### src/hdl/bpa_pkg.sv
// ----------------------------------------------------------------------------
// Bitmap page allocator package
// Shared constants, opcodes and the controller state type.
// ----------------------------------------------------------------------------
package bpa_pkg;

  // Default number of physical pages tracked by the bitmap.
  localparam int NUM_PAGES_DEF = 4096;

  // Pages held in one bitmap memory word, and its log2.
  localparam int WORD_W  = 8;
  localparam int WORD_SH = 3;

  // Field widths of the request, result and limit register.
  localparam int CNT_W   = 13;
  localparam int START_W = 12;
  localparam int PAGE_W  = 12;
  localparam int LIMIT_W = 13;

  localparam logic [LIMIT_W-1:0] LIMIT_RESET = 13'd4096;

  // Request opcodes.
  localparam logic OP_ALLOC = 1'b0;
  localparam logic OP_FREE  = 1'b1;

  typedef enum logic [2:0] {
    ST_CLEAR,
    ST_IDLE,
    ST_DECODE,
    ST_SCAN,
    ST_MARK_RD,
    ST_MARK,
    ST_RESULT
  } state_t;

endpackage

### src/hdl/bpa_scan.sv
// ----------------------------------------------------------------------------
// Bitmap word scanner
// Extends the free-run count across one bitmap word and reports the first
// page of a run that reaches the requested length.
// ----------------------------------------------------------------------------
module bpa_scan #(
  parameter int EXT_W = 14
) (
  input  logic [bpa_pkg::WORD_W-1:0] data,
  input  logic [EXT_W-1:0]           base,
  input  logic [EXT_W-1:0]           span,
  input  logic [bpa_pkg::CNT_W-1:0]  count,
  input  logic [bpa_pkg::CNT_W-1:0]  run_in,
  output logic                       found,
  output logic [EXT_W-1:0]           first,
  output logic [bpa_pkg::CNT_W-1:0]  run_out,
  output logic                       at_end
);

  logic [EXT_W-1:0]          p;
  logic [bpa_pkg::CNT_W-1:0] run_v;
  logic                      stop;

  always_comb begin
    run_v = run_in;
    found = 1'b0;
    stop  = 1'b0;
    first = '0;
    p     = base;
    for (int b = 0; b < bpa_pkg::WORD_W; b++) begin
      p = base + EXT_W'(b);
      if (!found && !stop) begin
        if (p >= span) begin
          stop = 1'b1;
        end else if (!data[b]) begin
          run_v = run_v + 1'b1;
          if (run_v == count) begin
            found = 1'b1;
            first = p + EXT_W'(1) - EXT_W'(count);
          end
        end else begin
          run_v = '0;
        end
      end
    end
    run_out = run_v;
    at_end  = (base + EXT_W'(bpa_pkg::WORD_W)) >= span;
  end

endmodule

### config.mk
export PLATFORM = sky130hd
export DESIGN_NAME = bpa_scan
export DESIGN_NICKNAME = d
export VERILOG_FILES = /design/src/hdl/bpa_pkg.sv /design/src/hdl/bpa_scan.sv
export SDC_FILE = /design/constraint.sdc
export NUM_CORES = 1
export LEC_CHECK = 0
export ABC_AREA = 0
export BUFFER_PORTS_ARGS = -buffer_cell sky130_fd_sc_hd__buf_2
export CORE_ASPECT_RATIO = 1.4
export CORE_MARGIN = 4
export CORE_UTILIZATION = 30
export DETAILED_ROUTE_END_ITERATION = 16
export GPL_ROUTABILITY_DRIVEN = 0
export PLACE_DENSITY = 0.42
export RECOVER_POWER = 50
export SLEW_MARGIN = 10
export SYNTH_ARGS = -nofsm -noshare
export SYNTH_HDL_FRONTEND = slang
export SYNTH_SLANG_ARGS = --single-unit
### constraint.sdc
create_clock -name vclk -period 32.2
set_clock_uncertainty 0.05 [all_clocks]
set_input_delay 0 -clock vclk [all_inputs]
set_output_delay 0 -clock vclk [all_outputs]
set_load 0.005 [all_outputs]
Yosys cells after proc, flatten, opt, wreduce, memory -nomap -nowiden
Index checks and enable logic that the tools add are counted.
{ "totals": {"elab_cells": 167, "input_bits": 62, "ramBits": 0, "rom_bits": 0, "mem_count": 0, "regBits": 0, "out_inout_bits": 29, "latchBits": 0} }
{ "classes": {"div_mod_pow": 0, "n_reduce_logical": 21, "mux": 98, "mul": 0, "shifts": 0, "eq_ne": 8, "magnitude_cmp": 9, "bitwise": 0, "addsub": 31} }
{ "op_table": {"columns": ["cell", "n"], "rows": [
  ["$mux W14", 31],
  ["$mux W13", 23],
  ["$ge A14 B14 Y1", 9],
  ["$add A14 B1 Y14 const B", 8],
  ["$sub A14 B13 Y14", 8],
  ["$add A13 B1 Y13 const B", 8],
  ["$eq A13 B13 Y1", 8],
  ["$add A14 B3 Y14 const B", 4],
  ["$mux W1", 44],
  ["$add A14 B2 Y14 const B", 2],
  ["$add A14 B4 Y14 const B", 1],
  ["$logic_not A1 Y1", 14],
  ["$logic_and A1 B1 Y1", 7]
]} }

Depth between registers and ports, before layout
{ "logic_depth": {"ltp_word": 36, "depth_mapped": 56, "mapped_depth_nobuf": 46} }

Least setup slack after synthesis
OpenSTA, ideal clock, no wires.
{ "synth_timing": {"kind": "input to output", "from": "in base[3]", "to": "out first[11]", "arrival_time_ns": 11.220, "cell_stages": 50, "n_path_buf": 9, "setup_slack_ns": 20.930, "required_ns": 32.150, "cell_sequence": "clkbuf_1 > inv_1 > ha_1 > o311a_1 > clkbuf_1 > o21ai_0 > clkbuf_1 > o21ai_0 > ha_1 > clkbuf_1 > nand2_1 > inv_1 > a32oi_1 > o21ai_0 > or3_1 > a31oi_1 > o211ai_1 > nand2_1 > (+14 left out) > ha_1 > o211a_1 > nand4_1 > or4_1 > o21ai_1 > nand3_1 > o21ai_2 > buf_2 > nand2_1 > o21ai_0 > ha_1 > a21boi_0 > nand4_1 > xnor2_1 > nor4_1 > nand4_2 > buf_4 > mux2i_1"} }
{ "synth_between": {"elab_chain_len": 35, "word_cells_on_any_way": 153, "cone_classes": "29 x add/sub; 8 x order compare; 7 x eq/ne; 88 x mux; 21 x reduce/logical"} }
{ "synth_rtl": {"columns": ["item", "line", "rtl"], "rows": [
  ["start: declaration", "bpa_scan.sv:10", "input logic [EXT_W-1:0] base,"],
  ["branches (longest 34 deep; another with $ge A14 B14 Y1)", null, null],
  ["$mux W14 *", "bpa_scan.sv:32", "if (!found && !stop) begin"],
  ["end: declaration", "bpa_scan.sv:15", "output logic [EXT_W-1:0] first,"]
]} }
Every way passes the cells marked *.

Worst setup path in the final report
{ "layout_timing": {"from": "in base[4]", "to": "out found"} }
{ "layout_between": {"elab_chain_len": 35, "word_cells_on_any_way": 111, "cone_classes": "14 x add/sub; 8 x order compare; 7 x eq/ne; 61 x mux; 21 x reduce/logical"} }
{ "layout_rtl": {"columns": ["item", "line", "rtl"], "rows": [
  ["branches (longest 34 deep; another with $ge A14 B14 Y1)", null, null],
  ["$mux W1 *", "bpa_scan.sv:32", null],
  ["end: declaration", "bpa_scan.sv:14", "output logic found,"]
]} }
Marks and branches as above.

==> reports/metrics.yaml <==
run_status: "finished, final reports clean"
period_needed_ns: 16.33
maxSlewHeadroom_pct: 20.3
synth_area_per_cell_um2: 7.32
setup_ws_ns: 15.87
cts-resized-gates: 0
netlist_area_um2: 18400
dieArea_um2: 65500
setup_viol: 0
wl_per_cell_um: 24.9
grt_pass1_wl_um: 124000
tightest_slew_ns: 1.20
vias: 20017
post-route-period-util_pct: 50.7
ctsHoldBuffers: 0
crit_path_frequent_cell: "ha_1"
routed_via_density: 6.00
grt_setup_unrepaired: "no"
yosysSeqAreaShare_pct: 0
grt_pass1_vias: 19908
dp_hpwl_um: 68000
postCtsSetupBuffers: 0
drc: 0
leakage_nw: 8.22
grt_max_degree: 29
nFillCells: 6677
drive_gt1_share_pct: 8.39
min_path_type: "input pin to output port"
crit_arrival_ns: 16.28
max_cap_violations: 0
io_buffer_count: 91
dieWidth_um: 218
start_kind: "input pin"
first_pass_iters: 6
die_h_um: 301
m1WireLength_um: 33800
synth_cell_types: 122
seq_area_um2: 0
crit_path_max_incr_delay_ns: 0.91
routed_wl_um: 83100
synth_nets: 2896
track_usage_pct: 24.1
worstSetupPathType: "input pin to output port"
drt_iter0_drc: 1682
seq_cells: 0
grt-ovfl-total: 0
met2WireLength_um: 41800
cp.required_ns: 32.15
power_uw: 538
synth-warning-count: 0
fmax_mhz: 61.3
nClkBuffers: 0
finalHoldViolCount: 0
dp_slack_ns: 16.89
io_pins: 91
rows: 107
vdd_drop_max_v: 0.0000119
power.density_nw_per_um2: 27.4
cp_slowest_cell: "or3_1"
final_nets: 2895
antenna_found_initial: 3
cp-end-kind: "output port"
setup_tns_ns: 0
core-area_um2: 60900
syn_to_final_growth_pct: 6.47
crit_fanout: 21
netlist_instances: 2519
start_util_pct: 30.3
drv_slew: 0
top_layer: "met4"
wl_met3_um: 3400
multi_input_area_um2: 17400
detail-route-antenna-nets: 0
[path summary, 6_finish.rpt]
| kind | slack, ns | startpoint | cells past startpoint | to |
|---|---|---|---|---|
| hold / removal | 0.39 | data[7] | 3 | run_out[12] |
| setup / recovery | 15.87 | base[4] | 45 | found |
[cells in the mapped netlist, types with 17 or more instances]
master,count,area (µm²)
a211oi_1,25,188
a21o_1,76,571
a21oi_1,161,806
a221o_1,17,170
a31oi_1,33,206
and2_1,33,206
and3_1,27,169
buf_2,20,100
clkbuf_1,90,338
fa_1,18,360
ha_1,297,3720
inv_1,112,420
mux2i_1,27,270
nand2_1,153,574
nand2b_1,43,269
nand3_1,79,395
nand4_1,48,300
nor2_1,147,552
nor2b_1,37,231
nor3_1,77,385
nor3b_1,19,143
nor4_1,39,244
o211ai_1,32,240
o21a_1,25,188
o21ai_0,115,576
o21bai_1,30,225
o22ai_1,28,175
or3_1,39,244
xnor2_1,205,1800
xor2_1,78,683
[final cells by class]
type               count  share of cell area, %
multi-input cells   2270                   88.8
repair buffers       128                   3.68
well taps            817                   5.21
inverters            118                   2.26
diodes                 3                 0.0382
[cell usage in the layout, fill, tap and decap left out, types with 19 or more instances in the layout]
master and count:
nand3_1 79, nor2b_1 37, nand4_1 48, o22ai_1 28, and3_1 27, buf_2 83
ha_1 297, nor4_1 38, buf_4 37, nor3b_1 19, xor2_1 78, xnor2_1 205
a211oi_1 25, o21ai_0 117, nor3_1 76, nor2_1 146, nand2_1 153, a21oi_1 160
inv_1 112, or3_1 40, o211ai_1 32, and2_1 33, mux2i_1 27, nand2b_1 43
a31oi_1 33, o21a_1 25, a21o_1 76, o21bai_1 30
[metal layers]
layer | up-vias | GRT usage, %
li1 | 9540 | -
met5 | - | 0
met2 | 658 | 44.5
met1 | 9645 | 28.7
met3 | 174 | 1.80
met4 | 0 | 9.30
[cells by family after synthesis]
kind of cell    synth area share [%]
simple gates                    24.8
compound gates                  30.1
fa+ha+maj                       22.1
xor+xnor                        14.5
buf+inv                         5.51
mux                             2.93
[metrics by stage]
| step | instance area, µm² | hold WS, ns | utilization, % | std cells |
|---|---|---|---|---|
| finish | 19600 | 0.394 | 32.2 | 3336 |
| global route | 19600 | 0.442 | 32.2 | 3335 |
| CTS | 19600 | 0.397 | 32.2 | 3333 |
| detailed placement | 19600 | 0.393 | 32.2 | 3333 |
| global placement | 19600 | 0.409 | 32.2 | 3333 |
| floorplan | 18400 | 0.0914 | - | 2519 |
[power breakdown]
part / switching (mW) / internal [mW] / leakage, nW
registers: 0 / 0 / 0
logic: 0.335 / 0.203 / 8.22
clock network: 0 / 0.0000000125 / 0.0000190
[worst max-delay path, delay by kind of cell]
| family | cells | cell delay [ns] |
|---|---|---|
| compound gates | 21 | 7.26 |
| xor+xnor | 1 | 0.40 |
| fa+ha+maj | 5 | 1.96 |
| buf+inv | 5 | 1.40 |
| mux | 1 | 0.09 |
| simple gates | 12 | 5.07 |
Power figures use the tool's default switching activity.
