$ cat config.mk
export PLATFORM = sky130hd
export DESIGN_NAME = bpa_mark
export DESIGN_NICKNAME = d
export VERILOG_FILES = /design/src/hdl/bpa_pkg.sv /design/src/hdl/bpa_mark.sv
export SDC_FILE = /design/constraint.sdc
export NUM_CORES = 1
export LEC_CHECK = 0
export BUFFER_PORTS_ARGS = -buffer_cell sky130_fd_sc_hd__buf_2
export CORE_ASPECT_RATIO = 1.2
export CORE_MARGIN = 2
export CORE_UTILIZATION = 53
export DETAILED_ROUTE_END_ITERATION = 8
export PLACE_DENSITY = 0.75
export SYNTH_ARGS = -nofsm -noshare
export SYNTH_HDL_FRONTEND = slang
export SYNTH_SLANG_ARGS = --single-unit
$ cat constraint.sdc
create_clock -name vclk -period 7.4
set_clock_uncertainty 0.2 [all_clocks]
set_input_delay 0.74 -clock vclk [all_inputs]
set_output_delay 0.74 -clock vclk [all_outputs]
set_load 0.02 [all_outputs]
$ cat src/hdl/bpa_pkg.sv
// ----------------------------------------------------------------------------
// Bitmap page allocator package
// Shared constants, opcodes and the controller state type.
// ----------------------------------------------------------------------------
package bpa_pkg;

  // Default number of physical pages tracked by the bitmap.
  localparam int NUM_PAGES_DEF = 4096;

  // Pages held in one bitmap memory word, and its log2.
  localparam int WORD_W  = 8;
  localparam int WORD_SH = 3;

  // Field widths of the request, result and limit register.
  localparam int CNT_W   = 13;
  localparam int START_W = 12;
  localparam int PAGE_W  = 12;
  localparam int LIMIT_W = 13;

  localparam logic [LIMIT_W-1:0] LIMIT_RESET = 13'd4096;

  // Request opcodes.
  localparam logic OP_ALLOC = 1'b0;
  localparam logic OP_FREE  = 1'b1;

  typedef enum logic [2:0] {
    ST_CLEAR,
    ST_IDLE,
    ST_DECODE,
    ST_SCAN,
    ST_MARK_RD,
    ST_MARK,
    ST_RESULT
  } state_t;

endpackage

$ cat src/hdl/bpa_mark.sv
// ----------------------------------------------------------------------------
// Bitmap word marker
// Sets or clears the bits of one bitmap word whose pages lie in [lo, hi).
// ----------------------------------------------------------------------------
module bpa_mark #(
  parameter int EXT_W = 14
) (
  input  logic [bpa_pkg::WORD_W-1:0] data,
  input  logic [EXT_W-1:0]           base,
  input  logic [EXT_W-1:0]           lo,
  input  logic [EXT_W-1:0]           hi,
  input  logic                       set,
  output logic [bpa_pkg::WORD_W-1:0] wdata
);

  logic [bpa_pkg::WORD_W-1:0] mask;

  always_comb begin
    for (int b = 0; b < bpa_pkg::WORD_W; b++) begin
      mask[b] = ((base + EXT_W'(b)) >= lo) && ((base + EXT_W'(b)) < hi);
    end
    wdata = set ? (data | mask) : (data & ~mask);
  end

endmodule

; After elaboration in Yosys (flattened, before gate mapping)
; Index checks and enable logic that the tools add are counted.
[totals]
register_bits = 0
out_inout_bits = 8
word_cells = 35
[classes]
add_sub_neg = 7
n_lt_le_gt_ge = 16
muxes = 1
bitwise_logic = 3
reduce_logical = 8
[ops]
columns = op, count
row1 = greater-or-equal comparator 14 bit, 8
row2 = < comparator 14 bit, 8
row3 = adder 14 x 3 -> 14 bit (second input constant), 4
row4 = adder 14 x 2 -> 14 bit (second input constant), 2
row5 = adder 14 x 1 -> 14 bit (second input constant), 1
row6 = bitwise AND 8 bit, 1
row7 = logical AND 1 bit, 8
row8 = two-way mux 8 bit, 1
row9 = inverter 8 bit, 1
row10 = OR 8 bit, 1

; Logic depth before layout (Yosys ltp)
; Gate-level depths: netlist of run 1.
[logic_depth]
depth_word = 6
mapped_depth = 14
ltp_nobuf = 13

; Worst setup path before layout of run 1
; OpenSTA, ideal clock, no wires.
[synth_path]
path_kind = input-to-output
from = input base[1]
to = output wdata[7] (netlist bit)
t_arrival_ns = 3.264
required_ns = 6.460
path_slack_ns = 3.196
cell_stages = 14
n_path_buf = 1
cell_sequence = inv_1 -> ha_1 -> a21boi_0 -> or2_2 -> clkbuf_1 -> nor2_1 -> xor2_1 -> ha_1 -> a21oi_1 -> nor2_1 -> a211oi_1 -> o221ai_1 -> o211ai_1 -> mux2_2
[synth_between]
elab_chain_len = 6
word_cells_on_any_way = 8
cone_classes = add/sub: 1 / order compare: 2 / mux: 1 / bitwise: 3 / reduce/logical: 1
[synth_lines]
columns = item, line
row1 = start: declaration, bpa_mark.sv:9  ; input logic [EXT_W-1:0] base,
row2 = adder 14 x 3 -> 14 bit *, bpa_mark.sv:20  ; mask[b] = ((base + EXT_W'(b)) >= lo) && ((base + EXT_W'(b)) < hi);
row3 = greater-or-equal comparator 14 bit or < comparator 14 bit (tied branches), bpa_mark.sv:20
row4 = logical AND 1 bit *, bpa_mark.sv:20
row5 = inverter 8 bit, bpa_mark.sv:22  ; wdata = set ? (data | mask) : (data & ~mask);
row6 = bitwise AND 8 bit, bpa_mark.sv:22
row7 = two-way mux 8 bit *, bpa_mark.sv:22
row8 = end: declaration, bpa_mark.sv:13  ; output logic [bpa_pkg::WORD_W-1:0] wdata
; Every way passes the cells marked *; elsewhere a longest branch is shown, timed or not.

; Final worst setup path of run 1
[layout_path]
from = input base[3]
to = output wdata[2] (netlist bit)
[layout_between]
elab_chain_len = 6
word_cells_on_any_way = 8
cone_classes = add/sub: 1 / order compare: 2 / mux: 1 / bitwise: 3 / reduce/logical: 1
[layout_lines]
columns = item, line
row1 = adder 14 x 2 -> 14 bit *, bpa_mark.sv:20
row2 = greater-or-equal comparator 14 bit or < comparator 14 bit (tied branches), bpa_mark.sv:20
row3 = logical AND 1 bit *, bpa_mark.sv:20
row4 = inverter 8 bit, bpa_mark.sv:22
row5 = bitwise AND 8 bit, bpa_mark.sv:22
row6 = two-way mux 8 bit *, bpa_mark.sv:22
; Marked as above.

==> results of run 1 <==
per-layer routing:
layer	global-route usage [%]	vias up	share of wire, %
met5	0	-	0
met4	15.80	0	5.6
met3	2.316	67	6.5
met2	55.30	253	47
met1	36.77	2703	41
li1	-	2800	-
layout by cell type (no fill, tap or decap), types with 3 or more instances in the layout:
cell type,synthesis,final
ha_1,212,212
a21oi_1,105,105
nand2_1,68,68
nor2_1,59,59
buf_2,5,59
xor2_1,51,51
nand4_1,40,40
inv_1,36,36
xnor2_1,27,27
o221ai_1,20,20
o21ai_0,12,12
nor3_1,11,11
a21o_1,10,10
nand3_1,9,9
mux2_2,7,7
a211oi_1,5,5
or2_2,4,4
nor4b_1,3,3
a311oi_1,3,3
o211ai_1,3,3
nor3b_1,3,3
cell usage after synthesis, drive strengths merged:
master   count
mux2         8
o21ai       12
nor4b        3
a311oi       3
nand3       10
a21boi       1
nor3b        3
clkbuf       4
o41ai        2
and2         1
a21oi      105
buf         12
a2111oi      2
o211ai       3
o221ai      20
a21o        10
o31ai        1
inv         37
nand2b       1
a221o        1
ha         212
nor3        12
xnor2       27
xor2        51
nor2        59
nand2       68
a31oi        1
a211oi       5
nand4       40
or2          5
a221oi       2
and3         2
o311ai       2
critical path: cells and delay by family:
kind | cells | cell delay (ns)
AND/OR/NAND/NOR | 5 | 0.83
adder cells (fa/ha/maj) | 2 | 0.74
multiplexers | 1 | 0.37
XOR/XNOR | 1 | 0.22
buffers and inverters | 2 | 0.45
AO/OA/AOI/OAI | 3 | 0.64
cells by family after synthesis:
kind of cell,count (synthesis)
fa+ha+maj,212
simple gates,204
compound gates,170
xor+xnor,78
buf+inv,53
mux,8
power by group through the flow:
stage          Combinational [mW]  Sequential [mW]  Clock, mW
2_1_floorplan               0.282                0          0
3_3_place_gp                0.382                0          0
3_5_place_dp                0.401                0          0
4_1_cts                     0.404                0          0
5_1_grt                     0.456                0          0
6_report                    0.413                0          0
metrics by stage:
stage	cell area (sq um)	setup WS, ns	hold slack, ns	utilization (%)
3_3_place_gp	6016	2.618	1.607	57.48
6_report	6016	2.451	1.613	57.48
3_5_place_dp	6016	2.459	1.617	57.48
5_1_grt	6016	2.211	1.637	57.48
4_1_cts	6016	2.468	1.617	57.48
2_1_floorplan	5648	3.196	1.469	-
final cells by class:
cell class	count	area, sq um
repair buffers	59	295.3
fillers	1015	4449
inverters	37	138.9
well taps	129	161.4
multi-input cells	672	5420
how the worst max path moves through the flow:
stage,endpoint,cells past startpoint
2_1_floorplan,wdata[7],14
3_3_place_gp,wdata[7],15
3_5_place_dp,wdata[2],14
4_1_cts,wdata[2],14
5_1_grt,wdata[2],14
6_report,wdata[2],14
==> flow_metrics.tcl, run 1 <==
set metrics [dict create \
    simple_gate_share_of_the_synthesized_area_pct 17.19 \
    finalCriticalPeriod_ns 4.949 \
    mux_contribution_to_synthesized_area_pct 1.595 \
    dp.cells 897 \
    power.sequential.fraction_pct 0 \
    globalRouteTotalUtil_pct 30.64 \
    synth_nets 988 \
    synth.distinct_cells 41 \
    cp.required_ns 6.46 \
    mean_post_synth_cell_area_sq_um 7.790 \
    drtIter0Drc 380 \
    worst_voltage_drop_across_the_vdd_grid_mv 0.04676 \
    largest_family_of_logic_cells_by_synthesized_area "adder cells" \
    ys_top_cells_by_area "ha_1, a21oi_1, xor2_1" \
    io_buffer_count 59 \
    cpMaxStageDelayCell "ha_1" \
    vias 5823 \
    gp_routability_congestion 0.9817 \
    cp_max_fo 16 \
    end_kind "primary output" \
    internal-power_mw 0.1579 \
    status "finished clean" \
    syn-cell-area_sq_um 5648 \
    critPathLaunch "base[3]" \
    fmax_ghz 0.2021 \
    initial_core_util_pct 53.97 \
    ant_nets 0 \
    crit_path_cell_trace "buf_2, ha_1, nand3_1, nor2_1, nand3_1, xnor2_1, ha_1, nand2_1, nor2_1, a211oi_1, o221ai_1, a221oi_1, mux2_2, buf_2" \
    yosys.area.top_type "ha_1" \
    die_height_microns 117.1 \
    yosys_warnings 0 \
    cts.repair.resized 0 \
    worstSetupPathType "in2out" \
    final-seq-area_sq_um 0 \
    number_of_hold_buffers_added_after_cts 0 \
    grt_start_max_net_pins 18 \
    hold_viol 0 \
    grt_setup_unrepaired "no" \
    num_rows 41 \
    design_power_total_mw 0.4127 \
    gr-total-overflow 0 \
    synth-xor-area-share_pct 12.10 \
    synth_fa_ha_area_share_pct 46.96 \
    fin_crit_sh_pct 66.88 \
    instances_no_fill 897 \
    power.density_cell_area_nw_per_um2 68.61 \
    switching_power_mw 0.2548 \
    setup_viol 0 \
    die_w_microns 98.24 \
    min_from "data[6]" \
    cts.repair_timing.setup_buffer_count 0 \
    antenna_violations_before_repair 0 \
    synth_top_area_share_pct 46.96 \
    detail_route.vias_per_cell 6.492 \
    tns_ns 0 \
    dpl.hpwl_microns 14700 \
    slew_violations 0 \
    routed_wl_microns 18540 \
    drt_pre_antenna_iters 5 \
    wire_per_inst_microns 20.67 \
    critPathMaxStageDelay_ns 0.48 \
    pwr-share-comb_pct 100.0 \
    timing_worst_slew_pin_value_ns 0.6475 \
    hold_ep "wdata[6]" \
    nNetsFinal 1033 \
    num_antenna_cells 0 \
    whs_path_depth 3 \
    p_leak_nw 3.026 \
    setup.worst_path.start_class "primary input" \
    die_area_sq_um 11500 \
    netlist_instances 725 \
    maximum_capacitance_violations 0 \
    cp.arrival_ns 4.01 \
    first_global_vias 5672 \
    ioPinCount 59 \
    sequential_cell_total 0 \
    drive_above_1_share_pct 9.635 \
    nClkBuffers 0 \
    max-slew-margin-rel_pct 56.83 \
    area_delta_synth_final_pct 6.513 \
    synth_compound_area_share_pct 18.12 \
    clkPwrFrac_pct 0 \
    core_region_area_sq_um 10470 \
    switching_share_pct 61.74 \
    share_of_the_yosys_chip_area_belonging_to_registers_pct 0 \
    grt_pass1_wl_microns 27980 \
    hp-class "in2out" \
    drc 0 \
]
(Power assumes the default switching activity.)
==> run 2, diff against run 1 <==
Clock period 7.4 ns to 4.85 ns, I/O delays scaled along.
==> run 2 against run 1 <==
Effect of this change:
- critical path depth is 1 higher
- cell area grew 0.50%
- combinational power up 53%
- utilization rose by 0.29 points
- sequential share of layout area did not move
- global-route usage rose by 0.54 points
- first-iteration DRC count is 9.7% higher
- critical path type unchanged
- largest cell class unchanged
- highest routed layer unchanged
==> flow_metrics.tcl, run 2 (synthesis gave the netlist of run 1 again) <==
set metrics [dict create \
    critical-path-top-delay-family "compound AO/OA/AOI/OAI gates" \
    nClkBuffers 0 \
    post_route_standard_cell_area_excluding_fillers_sq_um 6046 \
    power.sequential.fraction_pct 0 \
    final-seq-area_sq_um 0 \
    drive_above_1_share_pct 10.10 \
    globalRouteTotalUtil_pct 31.18 \
    pwr-share-comb_pct 100.0 \
    end_kind "primary output" \
    maximum_capacitance_violations 0 \
    met3_usage_pct 2.850 \
    switching_power_mw 0.3898 \
    first_global_vias 5587 \
    ioPinCount 59 \
    grt_pass1_wl_microns 28450 \
    power.density_cell_area_nw_per_um2 104.8 \
    grt_start_max_net_pins 18 \
    min_from "data[6]" \
    die_w_microns 98.24 \
    layout.filler_cells 988 \
    routed_wl_microns 18720 \
    num_antenna_cells 0 \
    switching_share_pct 61.54 \
    fmax_ghz 0.2274 \
    vias 5825 \
    globalRouteMet2Util_pct 55.25 \
    drt_pre_antenna_iters 5 \
    max-slew-margin-rel_pct 53.79 \
    sequential_cell_total 0 \
    ant_nets 0 \
    grt_setup_unrepaired "no" \
    num_rows 41 \
    io_buffer_count 59 \
    worst_voltage_drop_across_the_vdd_grid_mv 0.07692 \
    critPathMaxStageDelay_ns 0.57 \
    mostFrequentLayoutCell "ha_1" \
    antenna_violations_before_repair 0 \
    clkPwrFrac_pct 0 \
    hold_ep "wdata[6]" \
    detail_route.vias_per_cell 6.465 \
    setup.worst_path.start_class "primary input" \
    cts.repair.resized 0 \
    wire_per_inst_microns 20.78 \
    timing_worst_slew_pin_value_ns 0.6932 \
    initial_core_util_pct 53.97 \
    cpMaxStageDelayCell "a21oi_1" \
    number_of_hold_buffers_added_after_cts 0 \
    tns_ns 0 \
    cts.repair_timing.setup_buffer_count 0 \
    status "finished clean" \
    whs_ns 1.102 \
    setup_viol 0 \
    whs_path_depth 3 \
    gp_routability_congestion 0.9936 \
    top_usage_layer "met2" \
    die_area_sq_um 11500 \
    worst-path-buf-inv 3 \
    nNetsFinal 1037 \
    layout_common_cells "ha_1, a21oi_1, nand2_1" \
    finalCriticalPeriod_ns 4.398 \
    dpl_cell_area_sq_um 6046 \
    fin_crit_sh_pct 90.68 \
    globalRouteMet1Util_pct 38.81 \
    p_leak_nw 3.045 \
    worstSetupPathType "in2out" \
    drc 0 \
    multiInputGateArea_sq_um 5420 \
    cp_max_fo 10 \
    dpl.hpwl_microns 14780 \
    core_region_area_sq_um 10470 \
    hp-class "in2out" \
    gr-total-overflow 0 \
    cp.arrival_ns 3.71 \
    drtIter0Drc 417 \
    area_delta_synth_final_pct 7.045 \
    crit_path_cell_trace "buf_2, inv_1, ha_1, a21oi_1, nor3b_1, nand2_1, xnor2_1, ha_1, a21oi_1, nor2_1, a211oi_1, o221ai_1, o211ai_1, mux2_2, buf_2" \
    die_height_microns 117.1 \
    hold_viol 0 \
    slew_violations 0 \
    internal-power_mw 0.2436 \
    cp.required_ns 4.16 \
]
-- run 2: changes by cell type in the layout (fill, tap and decap cells not counted) --
cell	delta
buf_4	+4
-- run 2: layout make-up --
type | count | area share, %
inverter | 37 | 2.297
tap | 129 | 2.670
timing repair buffer | 63 | 5.381
multi-input combinational | 672 | 89.65
-- run 2: power by group through the flow --
stage | logic, mW | clock network, mW | registers [mW]
3_5_place_dp | 0.614 | 0 | 0
5_1_grt | 0.701 | 0 | 0
6_report | 0.633 | 0 | 0
2_1_floorplan | 0.431 | 0 | 0
3_3_place_gp | 0.586 | 0 | 0
4_1_cts | 0.619 | 0 | 0
-- run 2: tightest hold or removal path, stage by stage --
cell	delay, ns
buf_2	0.07
mux2_1	0.11
buf_2	0.15
-- run 2: routing by layer --
layer	wire length [microns]	share of wire, %
met5	0	0
met4	736	3.9
met3	1481	7.9
met2	8842	47
met1	7660	41
-- run 2: worst max-delay path by stage --
| stage | to | startpoint | cells past startpoint |
|---|---|---|---|
| finish | wdata[5] | base[2] | 15 |
| CTS | wdata[5] | base[2] | 15 |
| global placement | wdata[5] | base[2] | 15 |
| global route | wdata[5] | base[2] | 15 |
| detailed placement | wdata[5] | base[2] | 15 |
| floorplan | wdata[7] | base[1] | 14 |
-- run 2: through the flow --
step                util [%]  instances  setup WS [ns]  power (mW)
global placement       57.77        901         0.5960      0.5864
floorplan                  -        725          1.156      0.4306
global route           57.77        901         0.1833      0.7014
detailed placement     57.77        901         0.5162      0.6141
finish                 57.77        901         0.4520      0.6333
CTS                    57.77        901         0.4998      0.6194
==> run 3, diff against run 2 <==
Settings changed: BUFFER_PORTS_ARGS -buffer_cell sky130_fd_sc_hd__buf_2 to unset, DONT_BUFFER_PORTS set to 1, PLACE_DENSITY 0.75 to 0.7, TNS_END_PERCENT set to 100.
==> run 3 against run 2 <==
Effect of this change:
- hold slack lost 0.14 ns
- maximum frequency rose by 5.8%
- sequential share of layout area unchanged
- combinational power shrank 11%
- non-clock buffer count fell by 63
- global-route usage shrank 0.22 points
- sequential cell count did not move
- highest routed layer unchanged
==> flow_metrics.tcl, run 3 (synthesis gave the netlist of run 1 again) <==
set metrics [dict create \
    status "finished clean" \
    drc 0 \
    number_of_hold_buffers_added_after_cts 0 \
    core_region_area_sq_um 10470 \
    max-slew-margin-rel_pct 60.08 \
    setup_viol 0 \
    whs_path_depth 1 \
    grt_setup_unrepaired "no" \
    io_buffer_count 0 \
    hold_ep "wdata[2]" \
    tns_ns 0 \
    finalCriticalPeriod_ns 4.156 \
    design_power_total_mw 0.5660 \
    multiInputGateArea_sq_um 5420 \
    cp.required_ns 4.16 \
    grt_pass1_wl_microns 28410 \
    mostFrequentLayoutCell "ha_1" \
    nNetsFinal 974 \
    cts.repair.resized 0 \
    vias 5554 \
    first_global_vias 5488 \
    initial_core_util_pct 53.97 \
    routed_wl_microns 18000 \
    die_area_sq_um 11500 \
    gp_routability_congestion 0.9896 \
    final-seq-area_sq_um 0 \
    min_from "data[2]" \
    worstSetupPathType "in2out" \
    slew_violations 0 \
    power.density_cell_area_nw_per_um2 98.94 \
    end_kind "primary output" \
    timing_worst_slew_pin_value_ns 0.5988 \
    ant_nets 0 \
    drtIter0Drc 401 \
    num_antenna_cells 0 \
    cp_max_fo 12 \
    nClkBuffers 0 \
    grt_start_max_net_pins 18 \
    die_w_microns 98.24 \
    ioPinCount 59 \
    cts.repair_timing.setup_buffer_count 0 \
    hp-class "in2out" \
    antenna_violations_before_repair 0 \
    drive_above_1_share_pct 2.116 \
    drt_pre_antenna_iters 5 \
    final_core_util_pct 54.66 \
    layout.filler_cells 1043 \
    dpl.hpwl_microns 14390 \
    num_rows 41 \
    p_leak_nw 2.793 \
    sequential_cell_total 0 \
    wire_per_inst_microns 21.48 \
    area_delta_synth_final_pct 1.285 \
    maximum_capacitance_violations 0 \
    globalRouteTotalUtil_pct 30.96 \
    gr-total-overflow 0 \
    critPathLaunch "base[2]" \
    die_height_microns 117.1 \
    detail_route.vias_per_cell 6.628 \
    layout_common_cells "ha_1, a21oi_1, nand2_1" \
    fmax_ghz 0.2406 \
    cp.arrival_ns 3.47 \
    setup.worst_path.start_class "primary input" \
    hold_viol 0 \
    fin_crit_sh_pct 85.68 \
    worst_voltage_drop_across_the_vdd_grid_mv 0.05988 \
]
## run 3: cell types whose count changed in the layout (fill, tap and decap cells not counted), sizes merged
cell	previous run	this run
buf	63	0
## run 3: metal layers
layer  routed length (microns)  part of all wire, %  global-route usage, %  vias to the layer above
met5                         0                    0                      0                        -
met4                       471                  2.6                  7.763                        0
met3                      1189                  6.6                  2.375                       41
met2                      8657                   48                  56.07                      238
met1                      7683                   43                  40.19                     2593
li1                          -                    -                      -                     2682
## run 3: cell type report
cell class / instances / area share, %
Inverter: 37 / 2.428
Multi-Input combinational cell: 672 / 94.75
Tap cell: 129 / 2.822
## run 3: critical path, cell delays in order
cell and delay [ns]:
ha_1 0.38, nand3_1 0.39, nor2_1 0.34, nand3_1 0.13, xnor2_1 0.22, ha_1 0.27
nand2_1 0.09, nor2_1 0.06, a211oi_1 0.22, o221ai_1 0.16, a221oi_1 0.30, mux2_2 0.44
## run 3: power breakdown
part | internal [mW] | switching, mW
combinational | 0.224 | 0.342
sequential | 0 | 0
clock | 0 | 0
total | 0.224 | 0.342
## run 3: through the flow
step                setup slack [ns]  instance area (sq um)  hold slack, ns  cells
floorplan                      1.156                   5648          0.9593    725
global placement              0.7264                   5720          0.9642    838
detailed placement            0.6852                   5720          0.9630    838
CTS                           0.6755                   5720          0.9624    838
global route                  0.4656                   5720          0.9653    838
finish                        0.6945                   5720          0.9609    838
## run 3: how the worst max path moves through the flow
stage,end,cells past startpoint
6_report,wdata[2],12
5_1_grt,wdata[2],12
4_1_cts,wdata[2],12
3_5_place_dp,wdata[2],12
3_3_place_gp,wdata[2],12
2_1_floorplan,wdata[7],14
